===== config.mk =====
export PLATFORM = sky130hd
export DESIGN_NAME = mlcd_out_fifo
export DESIGN_NICKNAME = d
export VERILOG_FILES = /design/src/hdl/mlcd_pkg.sv /design/src/hdl/mlcd_out_fifo.sv
export SDC_FILE = /design/constraint.sdc
export NUM_CORES = 1
export LEC_CHECK = 0
export ABC_AREA = 1
export BUFFER_PORTS_ARGS = -buffer_cell sky130_fd_sc_hd__buf_2
export CAP_MARGIN = 20
export CORE_AREA = 2 2 78 80
export CTS_BUF_LIST = sky130_fd_sc_hd__clkbuf_4 sky130_fd_sc_hd__clkbuf_8
export DETAILED_ROUTE_END_ITERATION = 7
export DIE_AREA = 0 0 80 82
export PLACE_DENSITY = 0.75
export SYNTH_ARGS = -nofsm -noshare
export SYNTH_HDL_FRONTEND = slang
export SYNTH_SLANG_ARGS = --single-unit

===== constraint.sdc =====
create_clock -name clk -period 2 [get_ports clk]
set_input_delay 0 -clock clk [delete_from_list [all_inputs] [get_ports clk]]
set_output_delay 0 -clock clk [all_outputs]
set_load 0.02 [all_outputs]

===== src/hdl/mlcd_pkg.sv =====
`timescale 1ns / 1ps
// Shared types and constants for the memory LCD line sender.
// No dependencies; every file of the block but mlcd_frame_ram imports this package.
package mlcd_pkg;

  // Configuration port geometry
  localparam int CFG_AW = 5;
  localparam int CFG_DW = 32;

  // Register indexes (paddr[4:2])
  localparam logic [2:0] REG_UPDATE     = 3'd0;
  localparam logic [2:0] REG_VCOM_MASK  = 3'd1;
  localparam logic [2:0] REG_ALL_CLEAR  = 3'd2;
  localparam logic [2:0] REG_INVERSION  = 3'd3;
  localparam logic [2:0] REG_NO_UPDATE  = 3'd4;
  localparam logic [2:0] REG_BACKGROUND = 3'd5;

  // Register reset values
  localparam logic [7:0] RST_UPDATE     = 8'h90;
  localparam logic [7:0] RST_VCOM_MASK  = 8'h40;
  localparam logic [7:0] RST_ALL_CLEAR  = 8'h20;
  localparam logic [7:0] RST_INVERSION  = 8'h14;
  localparam logic [7:0] RST_NO_UPDATE  = 8'h00;
  localparam logic [3:0] RST_BACKGROUND = 4'h0;

  // Frame store word filled in by the clearing pass (two bytes, four nibbles)
  localparam logic [15:0] FILL_WORD = {4{RST_BACKGROUND}};

  // Item modes
  localparam logic [1:0] MODE_DRAW   = 2'd0;
  localparam logic [1:0] MODE_LINE   = 2'd1;
  localparam logic [1:0] MODE_CLEAR  = 2'd2;
  localparam logic [1:0] MODE_INVERT = 2'd3;

  // Output queue geometry
  localparam int OUT_DEPTH = 4;
  localparam int OUT_PW    = 2;
  localparam int OUT_CW    = 3;

  typedef struct packed {
    logic [7:0] update_command;
    logic [7:0] vcom_mask;
    logic [7:0] all_clear_command;
    logic [7:0] inversion_command;
    logic [7:0] no_update_command;
    logic [3:0] background_colour;
  } cfg_t;

  typedef struct packed {
    logic [15:0] word;
    logic        last;
  } beat_t;

endpackage


===== src/hdl/mlcd_out_fifo.sv =====
`timescale 1ns / 1ps
// Small output queue between the sequencer and the result channel.
// Depends on mlcd_pkg for beat_t and the queue geometry.
module mlcd_out_fifo (
  input  logic                        clk,
  input  logic                        rst_n,
  input  logic                        push,
  input  mlcd_pkg::beat_t             push_beat,
  output logic [mlcd_pkg::OUT_CW-1:0] count,
  output logic                        out_valid,
  input  logic                        out_stall,
  output logic [15:0]                 out_word,
  output logic                        out_last
);
  import mlcd_pkg::*;

  beat_t              q_r [OUT_DEPTH];
  logic [OUT_PW-1:0]  wr_ptr_r;
  logic [OUT_PW-1:0]  rd_ptr_r;
  logic [OUT_CW-1:0]  count_r;
  logic               pop;

  assign out_valid = (count_r != '0);
  assign pop       = out_valid && !out_stall;
  assign out_word  = q_r[rd_ptr_r].word;
  assign out_last  = q_r[rd_ptr_r].last;
  assign count     = count_r;

  // Advance pointers and occupancy
  always_ff @(posedge clk) begin
    if (!rst_n) begin
      wr_ptr_r <= '0;
      rd_ptr_r <= '0;
      count_r  <= '0;
    end else begin
      if (push) begin
        wr_ptr_r <= wr_ptr_r + 1'b1;
      end
      if (pop) begin
        rd_ptr_r <= rd_ptr_r + 1'b1;
      end
      case ({push, pop})
        2'b10:   count_r <= count_r + 1'b1;
        2'b01:   count_r <= count_r - 1'b1;
        default: count_r <= count_r;
      endcase
    end
  end

  // Store the beat
  always_ff @(posedge clk) begin
    if (push) begin
      q_r[wr_ptr_r] <= push_beat;
    end
  end

  // Never write into a full queue without a pop; never read an empty one
  a_no_overflow: assert property (@(posedge clk) disable iff (!rst_n)
    push |-> (count_r != OUT_CW'(OUT_DEPTH)) || pop)
    else $error("output queue overflow");

endmodule


==> summary.md <==
| Metric | Value |
|---|---|
| Status | finished clean |
| Row count | 28 |
| F_max | 572 MHz |
| GP Congestion | 0.845 |
| Final Hold Fails | 0 |
| Initial antenna violation count | 0 |
| Die height | 82 um |
| Sequential power share | 0.469 |
| DRC Markers | 0 |
| Largest net degree at the start of global routing | 35 |
| Pwr Density | 1080 nW/um^2 |
| ANT cells | 0 |
| FF-to-FF End | count[2]$_SDFFE_PN0P_ |
| DR iter-0 viols | 161 |
| Combinational power share | 0.228 |
| Avg Cell Area, Syn | 13.5 sq um |
| Synth Flop Type | edfxtp_1 |
| Synthesized area | 3050 sq um |
| Hold Path Origin | push |
| First-pass iteration count of the detailed router | 4 |
| Register bit total from synthesis | 77 |
| Synth area leaders | edfxtp_1 67%, dfxtp_1 5.9%, nor2_1 4.8% |
| Distinct cells, synth | 21 |
| Switching pwr | 1190 uW |
| Total Power | 4030 uW |
| Fillers | 439 |
| Nets | 324 |
| FF-to-FF path depth | 11 |
| Via count | 1951 |
| Root buffer cell | clkbuf_8 |
| EDFF count, synth | 68 |
| Final worst path period share | 0.875 |
| CP arrival | 1.99 ns |
| Dominant cell type by area after synthesis | edfxtp_1 |
| First-pass GRT wire length | 8.65 mm |
| Hold Path Class | input pin to register |
| Core footprint | 5750 sq um |
| WHS Path Cells | 3 |
| Synth top area share | 0.670 |
| CTS Buffer Depth | 2 |
| Worst r2r src | count[2]$_SDFFE_PN0P_ |
| R2r setup slk | 0.25 ns |
| WL final | 5.62 mm |
| Synth-to-layout area growth | 22.1% |
| CTS H-tree lvls | 3 |
| Clock buffer count from CTS | 9 |
| FF+latch area | 2220 sq um |
| Die area | 6560 sq um |
| RSZ-0062 raised after global routing | false |
| Clk_skew | 0.00585 ns |
| Sw Ratio | 0.296 |
| CP Max Fanout | 3 |
| Syn. warnings | 0 |
| Clock power share | 0.304 |
| Final Slew Violations | 0 |
| Slew @ Worst Pin | 0.406 ns |
| Setup TNS Final | 0 ns |
| Setup bufs post-CTS | 0 |
| PortBufs | 41 |
| Post-DP HPWL | 3.42 mm |
| Internal | 2840 uW |
| Fin crit period | 1.75 ns |
| Vias in the first global route | 1814 |
| Layout cells sized above 1 | 0.248 |
| Post-synthesis sequential area ratio | 0.729 |
| Setup crit end kind | register |
| Crit path required time | 2.24 ns |
| Ys async rst share | 0 |
| Drt wl/cell | 14.9 um |
| Total gr overflow | 0 |
| Starting Density | 0.530 |
| Area of the multi-input gates | 667 sq um |
| # IOs | 42 |
| WS Path Type | register to register |
| Number of routed nets with antenna violations | 0 |
| Relative slew slack | 0.729 |
| Syn nets | 253 |
| Die Wd | 80 um |
| Maximum vdd drop | 0.000602 V |
| CTS sink count | 77 |
| TritonCTS clock tree | built |
| Worst setup SP type | register |
| Lkg Pwr | 0.00144 uW |
| Worst hold endpoint | wr_ptr_r[0]$_SDFFE_PN0P_ |
| Top-count cell post-synth | edfxtp_1 |
| GRT Total Usage | 0.181 |
| Setup violators final | 0 |
| Synth Instances | 226 |
| Worst hold margin | 0.0635 ns |
| Clock slew at reported path FFs | 0.08 ns |
| DR vias/cell | 5.18 |
| Clk_lat worst skew | 0.34 ns |
| Max cap viols | 0 |
| Most frequent cells after synthesis | 68 x edfxtp_1, 39 x nor2_1, 17 x o22ai_1 |
[metal layers]
metal	part of all wire	routed length, um	global-route usage
met5	0	0	0
met4	0.019	108	0.0864
met3	0.039	219	0.0451
met2	0.49	2750	0.298
met1	0.45	2540	0.228
[state kept, by name, indices dropped and copies added (netlist names), named ones only]
register and flops:
q_r 68, wr_ptr_r 2, count 3, rd_ptr_r 2
[worst max-delay path, cell delays in order (launching register included)]
cell and delay, ns:
dfxtp_1 0.36, inv_1 0.09, a31oi_1 0.19, ha_1 0.19, inv_1 0.07, fa_1 0.40
inv_1 0.08, nand2_1 0.07, nand3_1 0.07, nand2_1 0.05, inv_1 0.05, nor2_1 0.04
[final cells by class]
type | instances | area share
Sequential cell | 77 | 0.597
Multi-Input combinational cell | 122 | 0.179
Tap cell | 75 | 0.0252
Clock buffer | 9 | 0.0333
Inverter | 18 | 0.0188
Clock inverter | 7 | 0.0215
Timing Repair Buffer | 69 | 0.124
[how the worst max path moves through the flow]
stage / endpoint / slack [ns] / cells after the start / startpoint
floorplan: count[2]$_SDFFE_PN0P_ / 0.28 / 11 / count[0]$_SDFFE_PN0P_
global placement: count[2]$_SDFFE_PN0P_ / 0.41 / 11 / count[0]$_SDFFE_PN0P_
detailed placement: count[2]$_SDFFE_PN0P_ / 0.28 / 11 / count[0]$_SDFFE_PN0P_
CTS: count[2]$_SDFFE_PN0P_ / 0.28 / 11 / count[0]$_SDFFE_PN0P_
global route: count[2]$_SDFFE_PN0P_ / 0.11 / 11 / count[0]$_SDFFE_PN0P_
finish: count[2]$_SDFFE_PN0P_ / 0.25 / 11 / count[2]$_SDFFE_PN0P_
[placed cells by master (no fill, tap or decap), types with 2 or more instances in the layout]
cell type | synthesis | final
edfxtp_1 | 68 | 68
buf_2 | 1 | 41
nor2_1 | 39 | 39
dlygate4sd3_1 | 0 | 19
o22ai_1 | 17 | 17
inv_1 | 16 | 16
o21ai_0 | 15 | 15
o21ai_1 | 13 | 13
nand2_1 | 11 | 11
o21ai_2 | 10 | 10
dfxtp_1 | 9 | 9
clkbuf_8 | 0 | 9
buf_4 | 2 | 9
a21oi_1 | 6 | 6
ha_1 | 5 | 5
clkinv_1 | 0 | 4
nand3_1 | 2 | 2
bufinv_16 | 0 | 2
[what timing repair did]
item                      CTS  global route
hold endpoints to repair   77             0
gates resized for setup     0             0
hold buffers               19             0
[power groups by stage]
stage               clock, uW  sequential (uW)  combinational, uW
floorplan                   0             1940                641
global placement            0             1920                878
detailed placement          0             1920                892
CTS                      1240             1890                924
global route             1310             1900               1010
finish                   1220             1890                918
[metrics by stage]
step                cells  worst slack, ns  utilization  instance area [sq um]
global placement      342            0.415        0.579                   3330
detailed placement    342            0.280        0.579                   3330
CTS                   377            0.275        0.647                   3720
floorplan             226            0.277            -                   3050
global route          377            0.107        0.647                   3720
finish                377            0.251        0.647                   3720
[kinds of logic (layout without fill, tap and decap cells)]
family / Yosys count / count (layout) / synth area share
adder cells (fa/ha/maj): 6 / 6 / 0.0271
buffers and inverters: 27 / 103 / 0.0517
flip-flops: 77 / 77 / 0.729
AO/OA/AOI/OAI: 62 / 62 / 0.122
AND/OR/NAND/NOR: 54 / 54 / 0.0702
(Power assumes the default switching activity.)
