===== src/hdl/mlcd_pkg.sv =====
`timescale 1ns / 1ps
// Shared types and constants for the memory LCD line sender.
// No dependencies; every file of the block but mlcd_frame_ram imports this package.
package mlcd_pkg;

  // Configuration port geometry
  localparam int CFG_AW = 5;
  localparam int CFG_DW = 32;

  // Register indexes (paddr[4:2])
  localparam logic [2:0] REG_UPDATE     = 3'd0;
  localparam logic [2:0] REG_VCOM_MASK  = 3'd1;
  localparam logic [2:0] REG_ALL_CLEAR  = 3'd2;
  localparam logic [2:0] REG_INVERSION  = 3'd3;
  localparam logic [2:0] REG_NO_UPDATE  = 3'd4;
  localparam logic [2:0] REG_BACKGROUND = 3'd5;

  // Register reset values
  localparam logic [7:0] RST_UPDATE     = 8'h90;
  localparam logic [7:0] RST_VCOM_MASK  = 8'h40;
  localparam logic [7:0] RST_ALL_CLEAR  = 8'h20;
  localparam logic [7:0] RST_INVERSION  = 8'h14;
  localparam logic [7:0] RST_NO_UPDATE  = 8'h00;
  localparam logic [3:0] RST_BACKGROUND = 4'h0;

  // Frame store word filled in by the clearing pass (two bytes, four nibbles)
  localparam logic [15:0] FILL_WORD = {4{RST_BACKGROUND}};

  // Item modes
  localparam logic [1:0] MODE_DRAW   = 2'd0;
  localparam logic [1:0] MODE_LINE   = 2'd1;
  localparam logic [1:0] MODE_CLEAR  = 2'd2;
  localparam logic [1:0] MODE_INVERT = 2'd3;

  // Output queue geometry
  localparam int OUT_DEPTH = 4;
  localparam int OUT_PW    = 2;
  localparam int OUT_CW    = 3;

  typedef struct packed {
    logic [7:0] update_command;
    logic [7:0] vcom_mask;
    logic [7:0] all_clear_command;
    logic [7:0] inversion_command;
    logic [7:0] no_update_command;
    logic [3:0] background_colour;
  } cfg_t;

  typedef struct packed {
    logic [15:0] word;
    logic        last;
  } beat_t;

endpackage


===== src/hdl/mlcd_seq.sv =====
`timescale 1ns / 1ps
// Sequencer: clearing pass, nibble read-modify-write for draws, and word
// framing for line and command transfers. Depends on mlcd_pkg.
module mlcd_seq #(
  parameter int PANEL_WIDTH  = 176,
  parameter int PANEL_HEIGHT = 176,
  parameter int DEPTH        = 7744,
  parameter int AW           = 13
) (
  input  logic                        clk,
  input  logic                        rst_n,
  input  mlcd_pkg::cfg_t              cfg,
  // item channel
  input  logic                        in_valid,
  output logic                        in_stall,
  input  logic [1:0]                  in_mode,
  input  logic [8:0]                  in_column,
  input  logic [8:0]                  in_row,
  input  logic [3:0]                  in_colour,
  input  logic                        in_flag,
  // frame store
  output logic                        ram_we,
  output logic [AW-1:0]               ram_waddr,
  output logic [15:0]                 ram_wdata,
  output logic                        ram_re,
  output logic [AW-1:0]               ram_raddr,
  input  logic [15:0]                 ram_rdata,
  // output queue
  input  logic [mlcd_pkg::OUT_CW-1:0] fifo_count,
  output logic                        push,
  output mlcd_pkg::beat_t             push_beat
);
  import mlcd_pkg::*;

  localparam int ROW_BYTES = (PANEL_WIDTH + 1) / 2;
  localparam int PAIRS     = (ROW_BYTES + 1) / 2;
  localparam int BW        = $clog2(PAIRS + 2);
  localparam logic [8:0]    WIDTH9    = 9'(PANEL_WIDTH);
  localparam logic [8:0]    HEIGHT9   = 9'(PANEL_HEIGHT);
  localparam logic [BW-1:0] BEAT_LAST = BW'(PAIRS + 1);
  localparam logic [BW-1:0] BEAT_DATA = BW'(PAIRS);

  localparam logic [2:0] S_CLEAR   = 3'd0;
  localparam logic [2:0] S_IDLE    = 3'd1;
  localparam logic [2:0] S_DECODE  = 3'd2;
  localparam logic [2:0] S_DRAW_RD = 3'd3;
  localparam logic [2:0] S_DRAW_WR = 3'd4;
  localparam logic [2:0] S_LINE    = 3'd5;

  logic [2:0]    state_r, state_nxt;
  logic [AW-1:0] addr_r, addr_nxt;
  logic [AW-1:0] clr_addr_r, clr_addr_nxt;
  logic [BW-1:0] beat_r, beat_nxt;
  logic          vcom_r, vcom_nxt;
  logic          slot_valid_r, slot_valid_nxt;
  logic          slot_mem_r, slot_mem_nxt;
  logic [15:0]   slot_word_r, slot_word_nxt;
  logic          slot_last_r, slot_last_nxt;

  logic [1:0]    item_mode_r;
  logic [8:0]    item_col_r;
  logic [8:0]    item_row_r;
  logic [3:0]    item_colour_r;
  logic          item_flag_r;

  logic          accept;
  logic          credit;
  logic [7:0]    vcom_bits;
  logic [7:0]    cmd_byte;
  logic [7:0]    line_byte;
  logic [AW-1:0] row_base;
  logic          in_panel;
  logic [15:0]   draw_word;

  assign in_stall  = (state_r != S_IDLE);
  assign accept    = in_valid && !in_stall;
  assign vcom_bits = vcom_r ? cfg.vcom_mask : 8'h00;
  assign line_byte = item_row_r[7:0] + 8'd1;
  assign row_base  = AW'(item_row_r[7:0]) * AW'(PAIRS);
  assign in_panel  = (item_col_r < WIDTH9) && (item_row_r < HEIGHT9);

  // One more word may enter the pipe if the queue still has room for it
  assign credit = ({1'b0, fifo_count} + {{OUT_CW{1'b0}}, slot_valid_r})
                  < (OUT_CW + 1)'(OUT_DEPTH);

  // Command byte for clear and invert items
  always_comb begin
    case (item_mode_r)
      MODE_CLEAR:  cmd_byte = item_flag_r ? cfg.all_clear_command
                                          : cfg.no_update_command;
      MODE_INVERT: cmd_byte = item_flag_r ? cfg.inversion_command
                                          : cfg.no_update_command;
      default:     cmd_byte = cfg.no_update_command;
    endcase
  end

  // Replace one nibble; even columns sit in the high nibble of each byte
  always_comb begin
    draw_word = ram_rdata;
    case (item_col_r[1:0])
      2'd0:    draw_word[15:12] = item_colour_r;
      2'd1:    draw_word[11:8]  = item_colour_r;
      2'd2:    draw_word[7:4]   = item_colour_r;
      default: draw_word[3:0]   = item_colour_r;
    endcase
  end

  // Drive the next state
  always_comb begin
    state_nxt      = state_r;
    addr_nxt       = addr_r;
    clr_addr_nxt   = clr_addr_r;
    beat_nxt       = beat_r;
    vcom_nxt       = vcom_r;
    slot_valid_nxt = 1'b0;
    slot_mem_nxt   = 1'b0;
    slot_word_nxt  = slot_word_r;
    slot_last_nxt  = slot_last_r;
    ram_we         = 1'b0;
    ram_waddr      = addr_r;
    ram_wdata      = draw_word;
    ram_re         = 1'b0;
    ram_raddr      = addr_r;

    case (state_r)
      S_CLEAR: begin
        ram_we    = 1'b1;
        ram_waddr = clr_addr_r;
        ram_wdata = FILL_WORD;
        if (clr_addr_r == AW'(DEPTH - 1)) begin
          state_nxt = S_IDLE;
        end else begin
          clr_addr_nxt = clr_addr_r + 1'b1;
        end
      end

      S_IDLE: begin
        if (accept) begin
          state_nxt = S_DECODE;
        end
      end

      S_DECODE: begin
        case (item_mode_r)
          MODE_DRAW: begin
            if (in_panel) begin
              addr_nxt  = row_base + AW'(item_col_r[8:2]);
              state_nxt = S_DRAW_RD;
            end else begin
              state_nxt = S_IDLE;
            end
          end
          MODE_LINE: begin
            if (item_row_r < HEIGHT9) begin
              addr_nxt  = row_base;
              beat_nxt  = '0;
              state_nxt = S_LINE;
            end else begin
              state_nxt = S_IDLE;
            end
          end
          default: begin
            if (credit) begin
              slot_valid_nxt = 1'b1;
              slot_word_nxt  = {cmd_byte | vcom_bits, 8'h00};
              slot_last_nxt  = 1'b1;
              vcom_nxt       = !vcom_r;
              state_nxt      = S_IDLE;
            end
          end
        endcase
      end

      S_DRAW_RD: begin
        ram_re    = 1'b1;
        state_nxt = S_DRAW_WR;
      end

      S_DRAW_WR: begin
        ram_we    = 1'b1;
        state_nxt = S_IDLE;
      end

      S_LINE: begin
        if (credit) begin
          slot_valid_nxt = 1'b1;
          beat_nxt       = beat_r + 1'b1;
          if (beat_r == '0) begin
            // header: command with polarity, then 1-based line number
            slot_word_nxt = {cfg.update_command | vcom_bits, line_byte};
            slot_last_nxt = 1'b0;
            vcom_nxt      = !vcom_r;
          end else if (beat_r == BEAT_LAST) begin
            // trailer: two zero bytes (for an odd row the first one sits in
            // the last data word's low byte, which only the fill ever writes)
            slot_word_nxt = 16'h0000;
            slot_last_nxt = 1'b1;
            state_nxt     = S_IDLE;
          end else begin
            ram_re        = 1'b1;
            slot_mem_nxt  = 1'b1;
            slot_last_nxt = 1'b0;
            addr_nxt      = addr_r + 1'b1;
          end
        end
      end

      default: state_nxt = S_IDLE;
    endcase
  end

  // Control registers
  always_ff @(posedge clk) begin
    if (!rst_n) begin
      state_r      <= S_CLEAR;
      clr_addr_r   <= '0;
      vcom_r       <= 1'b1;
      slot_valid_r <= 1'b0;
      beat_r       <= '0;
    end else begin
      state_r      <= state_nxt;
      clr_addr_r   <= clr_addr_nxt;
      vcom_r       <= vcom_nxt;
      slot_valid_r <= slot_valid_nxt;
      beat_r       <= beat_nxt;
    end
  end

  // Payload registers
  always_ff @(posedge clk) begin
    addr_r      <= addr_nxt;
    slot_mem_r  <= slot_mem_nxt;
    slot_word_r <= slot_word_nxt;
    slot_last_r <= slot_last_nxt;
    if (accept) begin
      item_mode_r   <= in_mode;
      item_col_r    <= in_column;
      item_row_r    <= in_row;
      item_colour_r <= in_colour;
      item_flag_r   <= in_flag;
    end
  end

  // Hand the word to the queue; memory words arrive in the cycle after the read
  assign push           = slot_valid_r;
  assign push_beat.word = slot_mem_r ? ram_rdata : slot_word_r;
  assign push_beat.last = slot_last_r;

  // A word enters the pipe only when the queue can take it
  a_credit: assert property (@(posedge clk) disable iff (!rst_n)
    slot_valid_r |-> (fifo_count != OUT_CW'(OUT_DEPTH)))
    else $error("word pushed without queue room");

  // Polarity flips only together with a header or command word
  a_vcom: assert property (@(posedge clk)
    (rst_n && $past(rst_n) && !$stable(vcom_r)) |-> (slot_valid_r && !slot_mem_r))
    else $error("vcom toggled without a command word");

  // A draw never reads and writes the store in the same cycle
  a_rmw: assert property (@(posedge clk) disable iff (!rst_n)
    !(ram_we && ram_re))
    else $error("frame store read and write overlap");

  // Line beat counter stays inside the transfer
  a_beat: assert property (@(posedge clk) disable iff (!rst_n)
    (state_r == S_LINE) |-> (beat_r <= BEAT_LAST) && (beat_r > BEAT_DATA ||
                             beat_r <= BEAT_DATA))
    else $error("line beat counter out of range");

endmodule


===== config.mk =====
export PLATFORM = sky130hd
export DESIGN_NAME = mlcd_seq
export DESIGN_NICKNAME = d
export VERILOG_FILES = /design/src/hdl/mlcd_pkg.sv /design/src/hdl/mlcd_seq.sv
export SDC_FILE = /design/constraint.sdc
export NUM_CORES = 1
export LEC_CHECK = 0
export ABC_AREA = 1
export BUFFER_PORTS_ARGS = -buffer_cell sky130_fd_sc_hd__buf_2
export CORE_MARGIN = 1.5
export CORE_UTILIZATION = 40
export DETAILED_ROUTE_END_ITERATION = 10
export PLACE_DENSITY_LB_ADDON = 0.12
export SYNTH_ARGS = -nofsm -noshare
export SYNTH_HDL_FRONTEND = slang
export SYNTH_SLANG_ARGS = --single-unit

===== constraint.sdc =====
create_clock -name clk -period 3.8 [get_ports clk]
set_clock_uncertainty 0.1 [all_clocks]
set_input_delay 0.38 -clock clk [delete_from_list [all_inputs] [get_ports clk]]
set_output_delay 0.38 -clock clk [all_outputs]
set_load 0.01 [all_outputs]

==> flow_metrics.env <==
export IMPL_status="completed"
export IMPL_power_density_nw_per_um2=381.1
export IMPL_clkPwrFrac_pct=32.9
export IMPL_synth_area_top_cells="edfxtp_1 30%, nand2_1 12%, dfxtp_1 8.9%"
export IMPL_drt_initial_drc_count=402
export IMPL_path_delay_family="adder cells"
export IMPL_intPower_mw=1.765
export IMPL_critPathRequiredTime_ns=3.81
export IMPL_holdWs_ns=0.1055
export IMPL_die_width_um=121.3
export IMPL_synth_fp_nets=863
export IMPL_reg2reg_to="ram_raddr[11]$_DFFE_PP_"
export IMPL_syn_cell_area_um2=5598
export IMPL_core_um2=13770
export IMPL_ioPinCount=154
export IMPL_overflow=0
export IMPL_hp_class="in -> reg"
export IMPL_cts_root_buf="clkbuf_16"
export IMPL_period_share_pct=91.68
export IMPL_critPathMaxStageDelay_ns=0.47
export IMPL_antennaDiodeCount=0
export IMPL_cp_num_buf_inv=1
export IMPL_clk_pin_slew_ns=0.06
export IMPL_synthCells=737
export IMPL_synth_edf_count=55
export IMPL_critPathCaptureType="flip-flop"
export IMPL_hp_start="in_column[2]"
export IMPL_post_cts_buffers=0
export IMPL_worst_slew_pin_transition_ns=0.6800
export IMPL_clkLatencyLatePin_ns=0.35
export IMPL_r2r_cells=14
export IMPL_viasPerCell=5.035
export IMPL_gp_congestion=0.9054
export IMPL_htree_levels=3
export IMPL_track_usage_pct=20.42
export IMPL_firstDrtPassIters=5
export IMPL_synth_top_area_share_pct=29.50
export IMPL_yosysMostFrequentCell="nand2_1"
export IMPL_fin_crit_ns=3.484
export IMPL_first_global_vias=4894
export IMPL_r2r_slack_ns=0.32
export IMPL_synth_commonest_cells="175 x nand2_1, 101 x inv_1, 67 x a21oi_1"
export IMPL_maxSlewViolCount=0
export IMPL_wl_mm=15.03
export IMPL_synth_warnings=0
export IMPL_power_frac_seq_pct=38.9
export IMPL_synth_seq_cells=80
export IMPL_async_reset_ff_share_pct=0
export IMPL_dieArea_um2=14710
export IMPL_antenna_found_initial=0
export IMPL_vias=5382
export IMPL_path_class="reg -> reg"
export IMPL_dp_hpwl_mm=11.79
export IMPL_synth_distinct_cells=42
export IMPL_comb_power_share_pct=28.1
export IMPL_synth_avg_cell_area_um2=7.595
export IMPL_wl_per_cell_um=14.06
export IMPL_arrival_ns=3.49
export IMPL_syn2layout_area_growth_pct=22.06
export IMPL_relSlewSlack_pct=54.60
export IMPL_crit_slowest_cell="edfxtp_1"
export IMPL_setup_violations=0
export IMPL_ys_seq_area_share_pct=38.44
export IMPL_worstPathMaxFanout=7
export IMPL_hold_end="item_col_r[2]$_DFFE_PP_"
export IMPL_ant_nets=0
export IMPL_drc=0
export IMPL_swShare_pct=32.20
export IMPL_final_hold_violation_count=0
export IMPL_ir_drop_mv=0.3105
export IMPL_portBuffers=149
export IMPL_fill_cells=1397
export IMPL_cts_resized=0
export IMPL_nNetsFinal=1010
export IMPL_rsz0062_at_grt="false"
export IMPL_ctsHoldBuffers=0
export IMPL_cap_violations=0
export IMPL_rr_startpoint="item_row_r[3]$_DFFE_PP_"
export IMPL_setup_tns_ns=0
export IMPL_net_switching_power_mw=0.8386
export IMPL_clock_sinks=80
export IMPL_start_util_pct=40.64
export IMPL_cts_tree="done"
export IMPL_grt_max_degree=41
export IMPL_start_kind="flip-flop"
export IMPL_min_path_cells=1
export IMPL_cts_buffers=9
export IMPL_drive_above_1_share_pct=23.06
export IMPL_die_y_um=121.3
export IMPL_path_cells="ha_1 > fa_1 > ha_1 > xnor2_1 > ha_1 > nand2_1 > nor3_1 > nor2_1 > nor2_1 > inv_1 > nor2_1 > nand3_1 > nand3_1 > nand2_1"
export IMPL_power_leakage_nw=3.156
export IMPL_rows=43
export IMPL_critPathLaunch="item_row_r[3]$_DFFE_PP_"
export IMPL_synth_ff_type="edfxtp_1"
export IMPL_clock_path_buffers=2
export IMPL_synth_area_leader_cell="edfxtp_1"
export IMPL_fmax_mhz=287.0
export IMPL_grt_pass1_wl_mm=23.52
==> power by group through the flow <==
stage | sequential [mW] | clock (mW) | combinational, mW
5_1_grt | 1.02 | 0.910 | 0.838
6_report | 1.01 | 0.857 | 0.733
2_1_floorplan | 1.02 | 0 | 0.519
3_3_place_gp | 1.03 | 0 | 0.717
4_1_cts | 1.01 | 0.876 | 0.734
3_5_place_dp | 1.03 | 0 | 0.729
==> through the flow <==
step                std cells  power, mW  setup WS, ns  util (%)  area (um2)
floorplan                 737      1.542        0.5739         -        5598
global placement         1053      1.748        0.3750     47.52        6545
detailed placement       1053      1.762        0.3075     47.52        6545
CTS                      1069      2.624        0.2948     49.61        6833
global route             1069      2.768       0.09454     49.61        6833
finish                   1069      2.604        0.3161     49.61        6833
==> worst max-delay path by stage <==
stage	end	depth (start not counted)
4_1_cts	ram_raddr[11]$_DFFE_PP_	14
5_1_grt	ram_raddr[11]$_DFFE_PP_	14
6_report	ram_raddr[11]$_DFFE_PP_	14
3_3_place_gp	ram_raddr[11]$_DFFE_PP_	14
3_5_place_dp	ram_raddr[11]$_DFFE_PP_	14
2_1_floorplan	ram_raddr[11]$_DFFE_PP_	15
==> layout by cell type, fill, tap and decap left out, types with 6 or more instances in the layout <==
| cell | Yosys | final |
|---|---|---|
| edfxtp_1 | 55 | 55 |
| clkbuf_16 | 0 | 9 |
| ha_1 | 29 | 29 |
| mux2_2 | 16 | 16 |
| buf_2 | 4 | 149 |
| nor3_1 | 22 | 21 |
| buf_4 | 1 | 7 |
| inv_1 | 101 | 101 |
| xor2_1 | 7 | 7 |
| nand2_1 | 175 | 175 |
| dfxtp_1 | 25 | 25 |
| fa_1 | 6 | 6 |
| xnor2_1 | 7 | 7 |
| o21ai_0 | 61 | 61 |
| nor2_1 | 57 | 56 |
| nand3_1 | 39 | 39 |
| a21oi_1 | 67 | 67 |
==> cell families (layout without fill, tap and decap cells) <==
kind of cell    Yosys count  count (layout)  share of synthesized area, %
buf+inv                 126             278                         8.605
mux                      16              16                         3.219
flops                    80              80                         38.44
fa+ha+maj                35              35                         8.628
simple gates            313             313                         24.16
compound gates          153             153                         14.75
xor+xnor                 14              14                         2.190
==> per-layer routing <==
layer / track usage [%] / share of wire (%) / vias to the layer above
li1: - / - / 2761
met1: 27.34 / 45 / 2457
met2: 32.98 / 48 / 154
met3: 4.370 / 5.8 / 10
met4: 6.397 / 1.1 / 0
met5: 0 / 0 / -
==> area by class of cell <==
cell class	instances	area, um2	share of cell area (%)
multi-input combinational	531	2972	43.49
sequential	80	2152	31.50
timing repair buffer	156	798.3	11.68
inverter	106	397.9	5.823
clock buffer	9	225.2	3.296
tap	180	225.2	3.296
clock inverter	7	62.56	0.9156
==> flip-flops by register name, indices dropped and copies added, names as in the netlist, 2 cells and up <==
register and cells:
ram_raddr 13, item_col_r 9, slot_word_r 16, item_row_r 9, item_colour_r 4, state_r 3
item_mode_r 2, beat_r 6, clr_addr_r 13
No activity file was read; power rests on OpenSTA's default activity.
