--- config.mk ---
export PLATFORM = sky130hd
export DESIGN_NAME = mlcd_cfg_regs
export DESIGN_NICKNAME = d
export VERILOG_FILES = /design/src/hdl/mlcd_pkg.sv /design/src/hdl/mlcd_cfg_regs.sv
export SDC_FILE = /design/constraint.sdc
export NUM_CORES = 1
export LEC_CHECK = 0
export ABC_AREA = 1
export ABC_CLOCK_PERIOD_IN_PS = 1200
export BUFFER_PORTS_ARGS = -buffer_cell sky130_fd_sc_hd__buf_4
export CAP_MARGIN = 20
export CORE_AREA = 3 3 81 83
export DETAILED_ROUTE_END_ITERATION = 10
export DIE_AREA = 0 0 84 86
export GPL_TIMING_DRIVEN = 0
export PLACE_DENSITY_LB_ADDON = 0.15
export SYNTH_ARGS = -nofsm -noshare
export SYNTH_HDL_FRONTEND = slang
export SYNTH_SLANG_ARGS = --single-unit
export TNS_END_PERCENT = 20
--- constraint.sdc ---
create_clock -name clk -period 1.2 [get_ports clk]
set_clock_uncertainty 0.2 [all_clocks]
set_input_delay 0.12 -clock clk [delete_from_list [all_inputs] [get_ports clk]]
set_output_delay 0.12 -clock clk [all_outputs]
set_load 0.05 [all_outputs]
--- src/hdl/mlcd_pkg.sv ---
`timescale 1ns / 1ps
// Shared types and constants for the memory LCD line sender.
// No dependencies; every file of the block but mlcd_frame_ram imports this package.
package mlcd_pkg;

  // Configuration port geometry
  localparam int CFG_AW = 5;
  localparam int CFG_DW = 32;

  // Register indexes (paddr[4:2])
  localparam logic [2:0] REG_UPDATE     = 3'd0;
  localparam logic [2:0] REG_VCOM_MASK  = 3'd1;
  localparam logic [2:0] REG_ALL_CLEAR  = 3'd2;
  localparam logic [2:0] REG_INVERSION  = 3'd3;
  localparam logic [2:0] REG_NO_UPDATE  = 3'd4;
  localparam logic [2:0] REG_BACKGROUND = 3'd5;

  // Register reset values
  localparam logic [7:0] RST_UPDATE     = 8'h90;
  localparam logic [7:0] RST_VCOM_MASK  = 8'h40;
  localparam logic [7:0] RST_ALL_CLEAR  = 8'h20;
  localparam logic [7:0] RST_INVERSION  = 8'h14;
  localparam logic [7:0] RST_NO_UPDATE  = 8'h00;
  localparam logic [3:0] RST_BACKGROUND = 4'h0;

  // Frame store word filled in by the clearing pass (two bytes, four nibbles)
  localparam logic [15:0] FILL_WORD = {4{RST_BACKGROUND}};

  // Item modes
  localparam logic [1:0] MODE_DRAW   = 2'd0;
  localparam logic [1:0] MODE_LINE   = 2'd1;
  localparam logic [1:0] MODE_CLEAR  = 2'd2;
  localparam logic [1:0] MODE_INVERT = 2'd3;

  // Output queue geometry
  localparam int OUT_DEPTH = 4;
  localparam int OUT_PW    = 2;
  localparam int OUT_CW    = 3;

  typedef struct packed {
    logic [7:0] update_command;
    logic [7:0] vcom_mask;
    logic [7:0] all_clear_command;
    logic [7:0] inversion_command;
    logic [7:0] no_update_command;
    logic [3:0] background_colour;
  } cfg_t;

  typedef struct packed {
    logic [15:0] word;
    logic        last;
  } beat_t;

endpackage

--- src/hdl/mlcd_cfg_regs.sv ---
`timescale 1ns / 1ps
// APB-style register file holding the command bytes and background colour.
// Depends on mlcd_pkg for register indexes, reset values and cfg_t.
module mlcd_cfg_regs (
  input  logic                         clk,
  input  logic                         rst_n,
  input  logic                         psel,
  input  logic                         penable,
  input  logic                         pwrite,
  input  logic [mlcd_pkg::CFG_AW-1:0]  paddr,
  input  logic [mlcd_pkg::CFG_DW-1:0]  pwdata,
  output logic [mlcd_pkg::CFG_DW-1:0]  prdata,
  output logic                         pready,
  output mlcd_pkg::cfg_t               cfg
);
  import mlcd_pkg::*;

  cfg_t       cfg_r;
  logic       wr_en;
  logic [2:0] reg_idx;

  assign pready  = 1'b1;
  assign wr_en   = psel && penable && pwrite;
  assign reg_idx = paddr[4:2];
  assign cfg     = cfg_r;

  // Write a register on the access phase
  always_ff @(posedge clk) begin
    if (!rst_n) begin
      cfg_r.update_command    <= RST_UPDATE;
      cfg_r.vcom_mask         <= RST_VCOM_MASK;
      cfg_r.all_clear_command <= RST_ALL_CLEAR;
      cfg_r.inversion_command <= RST_INVERSION;
      cfg_r.no_update_command <= RST_NO_UPDATE;
      cfg_r.background_colour <= RST_BACKGROUND;
    end else if (wr_en) begin
      case (reg_idx)
        REG_UPDATE:     cfg_r.update_command    <= pwdata[7:0];
        REG_VCOM_MASK:  cfg_r.vcom_mask         <= pwdata[7:0];
        REG_ALL_CLEAR:  cfg_r.all_clear_command <= pwdata[7:0];
        REG_INVERSION:  cfg_r.inversion_command <= pwdata[7:0];
        REG_NO_UPDATE:  cfg_r.no_update_command <= pwdata[7:0];
        REG_BACKGROUND: cfg_r.background_colour <= pwdata[3:0];
        default: ;
      endcase
    end
  end

  // Read back
  always_comb begin
    case (reg_idx)
      REG_UPDATE:     prdata = CFG_DW'(cfg_r.update_command);
      REG_VCOM_MASK:  prdata = CFG_DW'(cfg_r.vcom_mask);
      REG_ALL_CLEAR:  prdata = CFG_DW'(cfg_r.all_clear_command);
      REG_INVERSION:  prdata = CFG_DW'(cfg_r.inversion_command);
      REG_NO_UPDATE:  prdata = CFG_DW'(cfg_r.no_update_command);
      REG_BACKGROUND: prdata = CFG_DW'(cfg_r.background_colour);
      default:        prdata = '0;
    endcase
  end

endmodule

==> results of run 1 <==
==> critical path, cell delays in order (launching register included) <==
cell and delay (ns):
dfxtp_2 0.35, nand4_1 0.10, nand2_1 0.07, nor2_2 0.12
nand2_4 0.06, buf_8 0.15
==> cell families after synthesis <==
logic type	share of synthesized area, %
other cells	0.304
flops	35.7
compound gates	0.406
simple gates	47.7
buf+inv	15.9
==> report_power, final <==
| part | switching (mW) | total [mW] | internal [mW] |
|---|---|---|---|
| clock network | 0.511 | 0.908 | 0.397 |
| logic | 0.554 | 0.826 | 0.273 |
| registers | 0.0156 | 1.49 | 1.48 |
| total | 1.08 | 3.23 | 2.15 |
==> final timing paths <==
check | cells after the start | slack (ns) | end | start
max | 5 | -0.27 | prdata[4] | cfg[32]
min | 4 | 0.06 | cfg[25] | paddr[3]
max reg2reg | 3 | 0.28 | cfg[2] | cfg[2]
min reg2reg | 2 | 0.27 | cfg[43] | cfg[43]
==> synth_stat cells <==
cell	instances
clkbuf_1	2
inv_2	2
o21ai_0	2
conb_1	2
buf_2	7
nor2_1	97
nand3_4	1
nor2_2	4
nand3_2	1
nand4_1	20
inv_1	25
nand2_2	1
buf_4	31
nand2_1	101
nor2_4	4
buf_1	4
dfxtp_1	44
nand3_1	41
==> area by class of cell <==
type / instances / area share (%)
Inverter: 27 / 2.88
Multi-Input combinational cell: 297 / 37.8
Sequential cell: 44 / 24.9
Timing Repair Buffer: 88 / 20.7
Tap cell: 75 / 2.49
Clock buffer: 6 / 1.92
Clock inverter: 1 / 0.133
Buffer: 44 / 9.08
==> stage by stage <==
step	setup TNS, ns	cell area, µm²	hold slack, ns
2_1_floorplan	-0.359	2690	0.0461
3_3_place_gp	-11.41	3270	0.147
3_5_place_dp	-11.88	3270	0.151
4_1_cts	-2.13	3520	0.0670
5_1_grt	-2.84	3780	0.0804
6_report	-2.23	3780	0.0551
==> layer usage <==
layer,vias to the layer above,routed length [µm]
met3,12,612
met5,-,0
met1,1249,3330
li1,1403,-
met4,0,169
met2,125,3860
==> timing repair <==
| action | 4_1_cts | 5_1_grt |
|---|---|---|
| pin swaps | 4 | 21 |
| hold buffers | 6 | 0 |
| endpoints found under the hold margin | 14 | 0 |
| setup endpoints to repair | 9 | 37 |
| cloned | 0 | 0 |
| resized for setup | 27 | 43 |
| buffers inserted | 3 | 14 |
==> results.json, run 1 <==
{
  "regArea_um2": 941,
  "power_mw": 3.23,
  "grt.overflow.total": 0,
  "grt_use_met3_pct": 4.71,
  "clk_pin_slew_ns": 0.08,
  "violations": "negative setup slack",
  "clockBufferDepth": 2,
  "drc": 0,
  "required_ns": 0.88,
  "yosysWarnings": 0,
  "fin_ws_ns": -0.268,
  "relSlewSlack_pct": 61.7,
  "synthCells": 389,
  "final_hold_viol_count": 0,
  "busiest_layer": "met2",
  "grt_pass1_wl_um": 12600,
  "final_layout_size_suffix_gt1_share_pct": 43.0,
  "first_global_vias": 2598,
  "grt_usage_pct": 22.1,
  "rows": 28,
  "final_nets": 549,
  "die_area_um2": 7220,
  "ant_nets": 0,
  "port_buffers": 65,
  "place_ws_ns": -0.523,
  "max_freq_ghz": 0.681,
  "area_delta_synth_final_pct": 53.0,
  "synth_area_leader_cell": "dfxtp_1",
  "yosysSeqAreaShare_pct": 35.7,
  "cts_tree": "done",
  "leakage_nw": 1.83,
  "grtUsageMet1_pct": 27.9,
  "synth_seq_cells": 44,
  "synth.area.top_cells": "dfxtp_1 36%, nand2_1 15%, nor2_1 15%",
  "final_cell_mix": "90 x buf_4, 86 x nand2_1, 83 x nor2_1",
  "cts_htree_levels": 2,
  "wl_per_cell_um": 13.7,
  "largest_reg_flops": 44,
  "vias": 2789,
  "die_y_um": 86,
  "clk_latency_ns": 0.30,
  "crit_type": "reg -> out",
  "rsz0062_at_grt": "true",
  "drt_pre_antenna_iters": 5,
  "end_kind": "primary output",
  "ys_types": 18,
  "netlist_area_um2": 2470,
  "met2_usage_pct": 37.4,
  "first_iter_violations": 163,
  "top_level_ports": 119,
  "nFillCells": 559,
  "cts.sinks": 44,
  "outcome": "complete, but fails checks",
  "dp_hpwl_um": 5750,
  "placedCellCount": 552,
  "post-route-util_pct": 63.8,
  "period_needed_ns": 1.47,
  "cts_buffers": 5,
  "ir_worst_vdd_uv": 452,
  "start_kind": "register",
  "drv_cap": 0,
  "postSynthAreaPerCell_um2": 6.34,
  "grt_max_degree": 13,
  "min_path_type": "in -> reg",
  "worst_ep_arrival_time_ns": 1.15,
  "crit_fanout": 3,
  "place_congestion": 0.884,
  "antenna_found_initial": 0,
  "fin_crit_sh_pct": 122,
  "finalWirelength_um": 7980,
  "power_density_nw_per_um2": 854,
  "antenna_cells": 0,
  "tightest_slew_ns": 0.575,
  "die_w_um": 84,
  "finalSetupViolCount": 15,
  "initial_core_util_pct": 41.7,
  "fp.coreArea_um2": 5920,
  "final_common_cell": "buf_4",
  "slew_viol_final": 0,
  "multi_input_area_um2": 1430,
  "synth_top_area_share_pct": 35.7,
  "vias_per_cell": 4.79,
  "cts_root_buffer": "clkbuf_8",
  "stdcell_count": 582
}
(Power assumes the default switching activity.)
==> run 2, diff against run 1 <==
Settings changed: ABC_AREA 1 to not set, CORE_AREA 3 3 81 83 to 3 3 78 80, CTS_BUF_LIST set to sky130_fd_sc_hd__clkbuf_4, DIE_AREA 0 0 84 86 to 0 0 81 83.
==> results.json, run 2 <==
{
  "die_y_um": 83,
  "cts.sinks": 44,
  "drt_pre_antenna_iters": 5,
  "outcome": "complete, but fails checks",
  "area_delta_synth_final_pct": 73.8,
  "yosysWarnings": 0,
  "fin_ws_ns": -0.657,
  "worst_ep_arrival_time_ns": 1.54,
  "synth-edff-count": 0,
  "grt_pass1_wl_um": 10900,
  "die_area_um2": 6720,
  "cts_buffers": 5,
  "synth.area.top_cells": "dfxtp_1 39%, mux2i_1 21%, buf_4 8.4%",
  "final.setup.tns_ns": -6.98,
  "final_layout_size_suffix_gt1_share_pct": 53.9,
  "finalWirelength_um": 6840,
  "period_needed_ns": 1.86,
  "synth_area_leader_cell": "dfxtp_1",
  "slew_viol_final": 0,
  "postSynthAreaPerCell_um2": 9.37,
  "relSlewSlack_pct": 58.6,
  "synthCells": 239,
  "end_kind": "primary output",
  "ir_worst_vdd_uv": 456,
  "crit_fanout": 3,
  "fp.coreArea_um2": 5470,
  "post-route-util_pct": 71.1,
  "hold_ws_ns": 0.0411,
  "synthTopCellsByCount": "48 x nand2_1, 47 x mux2i_1, 44 x dfxtp_1",
  "place_congestion": 0.776,
  "synth_top_flop_cell": "dfxtp_1",
  "clockBufferDepth": 2,
  "port_buffers": 65,
  "initial_core_util_pct": 40.9,
  "synth.most_common_cell": "nand2_1",
  "netlist_area_um2": 2240,
  "cts_root_buffer": "clkbuf_4",
  "cts_tree": "done",
  "start_kind": "register",
  "final_cell_mix": "46 x mux2i_1, 46 x nand2_1, 42 x buf_4",
  "synth_top_area_share_pct": 39.4,
  "tightest_slew_ns": 0.622,
  "ys_async_sr_fraction_pct": 0,
  "first_iter_violations": 104,
  "drv_cap": 0,
  "rsz0062_at_grt": "true",
  "dp_hpwl_um": 4620,
  "grt.overflow.total": 0,
  "final_hold_viol_count": 0,
  "final_nets": 397,
  "cts_htree_levels": 2,
  "vias_per_cell": 4.92,
  "nFillCells": 422,
  "place_ws_ns": -0.568,
  "largest_reg_flops": 44,
  "min_path_type": "in -> reg",
  "clk_pin_slew_ns": 0.14,
  "leakage_nw": 1.63,
  "top_level_ports": 119,
  "violations": "negative setup slack",
  "antenna_cells": 0,
  "ant_nets": 0,
  "rows": 27,
  "required_ns": 0.88,
  "die_w_um": 81,
  "vias": 2107,
  "max_freq_ghz": 0.539,
  "antenna_found_initial": 0,
  "ys_types": 29,
  "power_density_nw_per_um2": 794,
  "drc": 0,
  "synth_seq_cells": 44,
  "grt_usage_pct": 21.0,
  "grt_max_degree": 15,
  "first_global_vias": 2081,
  "yosysSeqAreaShare_pct": 39.4,
  "finalSetupViolCount": 70,
  "fin_crit_sh_pct": 155,
  "crit_type": "reg -> out",
  "wl_per_cell_um": 16.0,
  "clk_latency_ns": 0.36
}
run 2: per-layer routing:
| layer | global-route usage, % | part of all wire (%) | vias to the layer above |
|---|---|---|---|
| met5 | 0 | 0 | - |
| met4 | 6.30 | 1.0 | 0 |
| met3 | 4.56 | 5.7 | 9 |
| met2 | 35.2 | 52 | 74 |
| met1 | 26.5 | 41 | 1018 |
| li1 | - | - | 1006 |
run 2: cell type report:
cell class	instances	area (µm²)	share of cell area, %
well taps	72	90.1	2.32
clock inverters	3	42.5	1.09
inverters	6	22.5	0.579
multi-input cells	173	1320	34.0
repair buffers	86	1040	26.8
clock buffers	5	37.5	0.965
plain buffers	39	295	7.59
flip-flops and latches	44	1040	26.7
run 2: worst max-delay path, stage by stage, from the launching register on:
cell and delay, ns:
dfxtp_4 0.38, mux4_2 0.48, nand2_2 0.11, o21ai_4 0.06, buf_6 0.16
run 2: cells by family (layout without fill, tap and decap cells):
kind of cell | count (synthesis) | count (layout) | synth area share [%]
DFF | 44 | 44 | 39.4
other | 2 | 25 | 0.336
AOI/OAI and AO/OA | 30 | 30 | 8.89
muxes | 54 | 54 | 25.9
buffers and inverters | 45 | 139 | 12.9
and+or+nand+nor | 64 | 64 | 12.6
run 2: final timing paths:
kind         slack (ns)  cells after the start   endpoint     from
max               -0.66                      4  prdata[1]  cfg[29]
min                0.04                      3    cfg[12]    rst_n
max reg2reg        0.17                      3    cfg[16]  cfg[16]
min reg2reg        0.29                      2     cfg[0]   cfg[0]
run 2: metrics by stage:
| stage | power, mW | area [µm²] | std cells |
|---|---|---|---|
| floorplan | 1.98 | 2630 | 262 |
| global placement | 2.11 | 3210 | 399 |
| detailed placement | 2.12 | 3210 | 399 |
| CTS | 3.10 | 3800 | 424 |
| global route | 3.20 | 3890 | 428 |
| finish | 3.09 | 3890 | 428 |
run 2: what timing repair did:
action                                 in CTS  in global routing
hold buffers                                8                  0
gates resized for setup                    95                 17
setup buffers                               9                  4
endpoints found under the hold margin      44                  0
pin swaps                                   1                  0
cloned                                      0                  0
setup endpoints to repair                  79                 89
run 2: where the power goes:
| group | switching, mW | total (mW) | internal (mW) |
|---|---|---|---|
| Combinational | 0.476 | 0.744 | 0.268 |
| Sequential | 0.0134 | 1.40 | 1.39 |
| Clock | 0.507 | 0.942 | 0.435 |
==> run 3, diff against run 2 <==
Settings changed: REMOVE_ABC_BUFFERS set to 1.
==> results.json, run 3 (synthesized netlist as in run 2, its figures left out) <==
{
  "port_buffers": 67,
  "grt_pass1_wl_um": 9700,
  "place_congestion": 0.735,
  "grt_max_degree": 53,
  "leakage_nw": 1.46,
  "crit_type": "reg -> out",
  "initial_core_util_pct": 40.9,
  "drv_cap": 0,
  "drc": 0,
  "stdcell_count": 404,
  "final_nets": 373,
  "min_path_type": "in -> reg",
  "ir_worst_vdd_uv": 584,
  "ant_nets": 0,
  "top_level_ports": 119,
  "power_mw": 2.80,
  "cts_htree_levels": 2,
  "finalWirelength_um": 6210,
  "power_frac_seq_pct": 52.3,
  "fp.coreArea_um2": 5470,
  "grt.overflow.total": 0,
  "drt_pre_antenna_iters": 4,
  "antenna_found_initial": 0,
  "rows": 27,
  "required_ns": 0.88,
  "vias_per_cell": 4.83,
  "end_kind": "primary output",
  "fin_crit_sh_pct": 150,
  "worst_ep_arrival_time_ns": 1.48,
  "wl_per_cell_um": 15.4,
  "slew_viol_final": 0,
  "grt_usage_pct": 18.7,
  "die_y_um": 83,
  "p_comb_share_pct": 21.8,
  "p_sw_mw": 0.925,
  "area_delta_synth_final_pct": 54.4,
  "outcome": "complete, but fails checks",
  "period_needed_ns": 1.80,
  "power_density_nw_per_um2": 811,
  "first_iter_violations": 109,
  "vias": 1950,
  "dp_hpwl_um": 3760,
  "relSlewSlack_pct": 63.4,
  "clk_latency_ns": 0.36,
  "swShare_pct": 33.0,
  "die_area_um2": 6720,
  "intPower_mw": 1.88,
  "cts_root_buffer": "clkbuf_4",
  "fin_ws_ns": -0.599,
  "tightest_slew_ns": 0.548,
  "final_cell_mix": "47 x mux2i_1, 46 x nand2_1, 35 x dfxtp_2, 35 x buf_4, 29 x buf_6",
  "cts_tree": "done",
  "antenna_cells": 0,
  "largest_reg_flops": 44,
  "final_layout_size_suffix_gt1_share_pct": 49.7,
  "final_hold_viol_count": 0,
  "first_global_vias": 1893,
  "rsz0062_at_grt": "true",
  "p_clk_share_pct": 26.0,
  "violations": "negative setup slack",
  "start_kind": "register",
  "clk_pin_slew_ns": 0.13,
  "max_freq_ghz": 0.556,
  "clockBufferDepth": 2,
  "placedCellCount": 362,
  "crit_fanout": 2,
  "finalSetupViolCount": 56,
  "die_w_um": 81,
  "final_common_cell": "mux2i_1",
  "cts_buffers": 5,
  "cts.sinks": 44
}
[run 3: changes by cell type in the layout (fill, tap and decap cells not counted), moves of 4 or more]
cell      delta
buf_8       -15
clkbuf_1     -6
buf_4        -7
dfxtp_4     -32
dfxtp_2     +32
o21ai_1      -4
o21ai_0      +4
[run 3: timing repair]
item                                    in CTS  in global routing
endpoints found under the hold margin       44                  0
resized for setup                          126                 30
hold buffers                                 8                  0
setup buffers                               22                  4
pin swaps                                    6                  5
endpoints found under the setup margin      92                 72
[run 3: critical path: stages, from the launching register on]
cell and delay [ns]:
dfxtp_2 0.35, mux4_2 0.48, nand2_2 0.08, o21ai_2 0.06, buf_6 0.16
[run 3: layout make-up]
class / instances / area [µm²]
Fill cell: 472 / 2020
Multi-Input combinational cell: 173 / 1210
Timing Repair Buffer: 101 / 1120
Sequential cell: 44 / 958
Tap cell: 72 / 90.1
Clock buffer: 6 / 45.0
Inverter: 6 / 22.5
Clock inverter: 2 / 11.3
[run 3: final timing paths]
path / start / to / slack (ns) / cells past startpoint
min: rst_n / cfg[43] / 0.04 / 2
min reg2reg: cfg[32] / cfg[32] / 0.27 / 2
max: cfg[12] / prdata[0] / -0.60 / 4
max reg2reg: cfg[12] / cfg[12] / 0.18 / 4
[run 3: stage by stage]
step                instance area, µm²  worst slack, ns  hold slack, ns  util, %  TNS [ns]
floorplan                         2060            -1.00         0.00887        -     -7.24
global placement                  2650           -0.705           0.229     48.4    -29.37
detailed placement                2650           -0.725           0.233     48.4    -29.22
CTS                               3320           -0.616          0.0188     60.7     -6.42
global route                      3460           -0.675          0.0289     63.1    -10.21
finish                            3460           -0.599          0.0406     63.1     -6.39
[run 3: per-layer routing]
metal	GRT usage (%)	share of wire (%)	routed length, µm
met5	0	0	0
met4	3.69	0.82	51
met3	5.86	7.2	444
met2	30.7	49	3010
met1	23.9	44	2700
[run 3: power groups by stage]
stage | logic [mW] | clock network (mW) | registers (mW)
2_1_floorplan | 0.323 | 0 | 1.55
3_3_place_gp | 0.524 | 0 | 1.51
3_5_place_dp | 0.526 | 0 | 1.51
4_1_cts | 0.595 | 0.748 | 1.48
5_1_grt | 0.644 | 0.823 | 1.47
6_report | 0.610 | 0.728 | 1.47
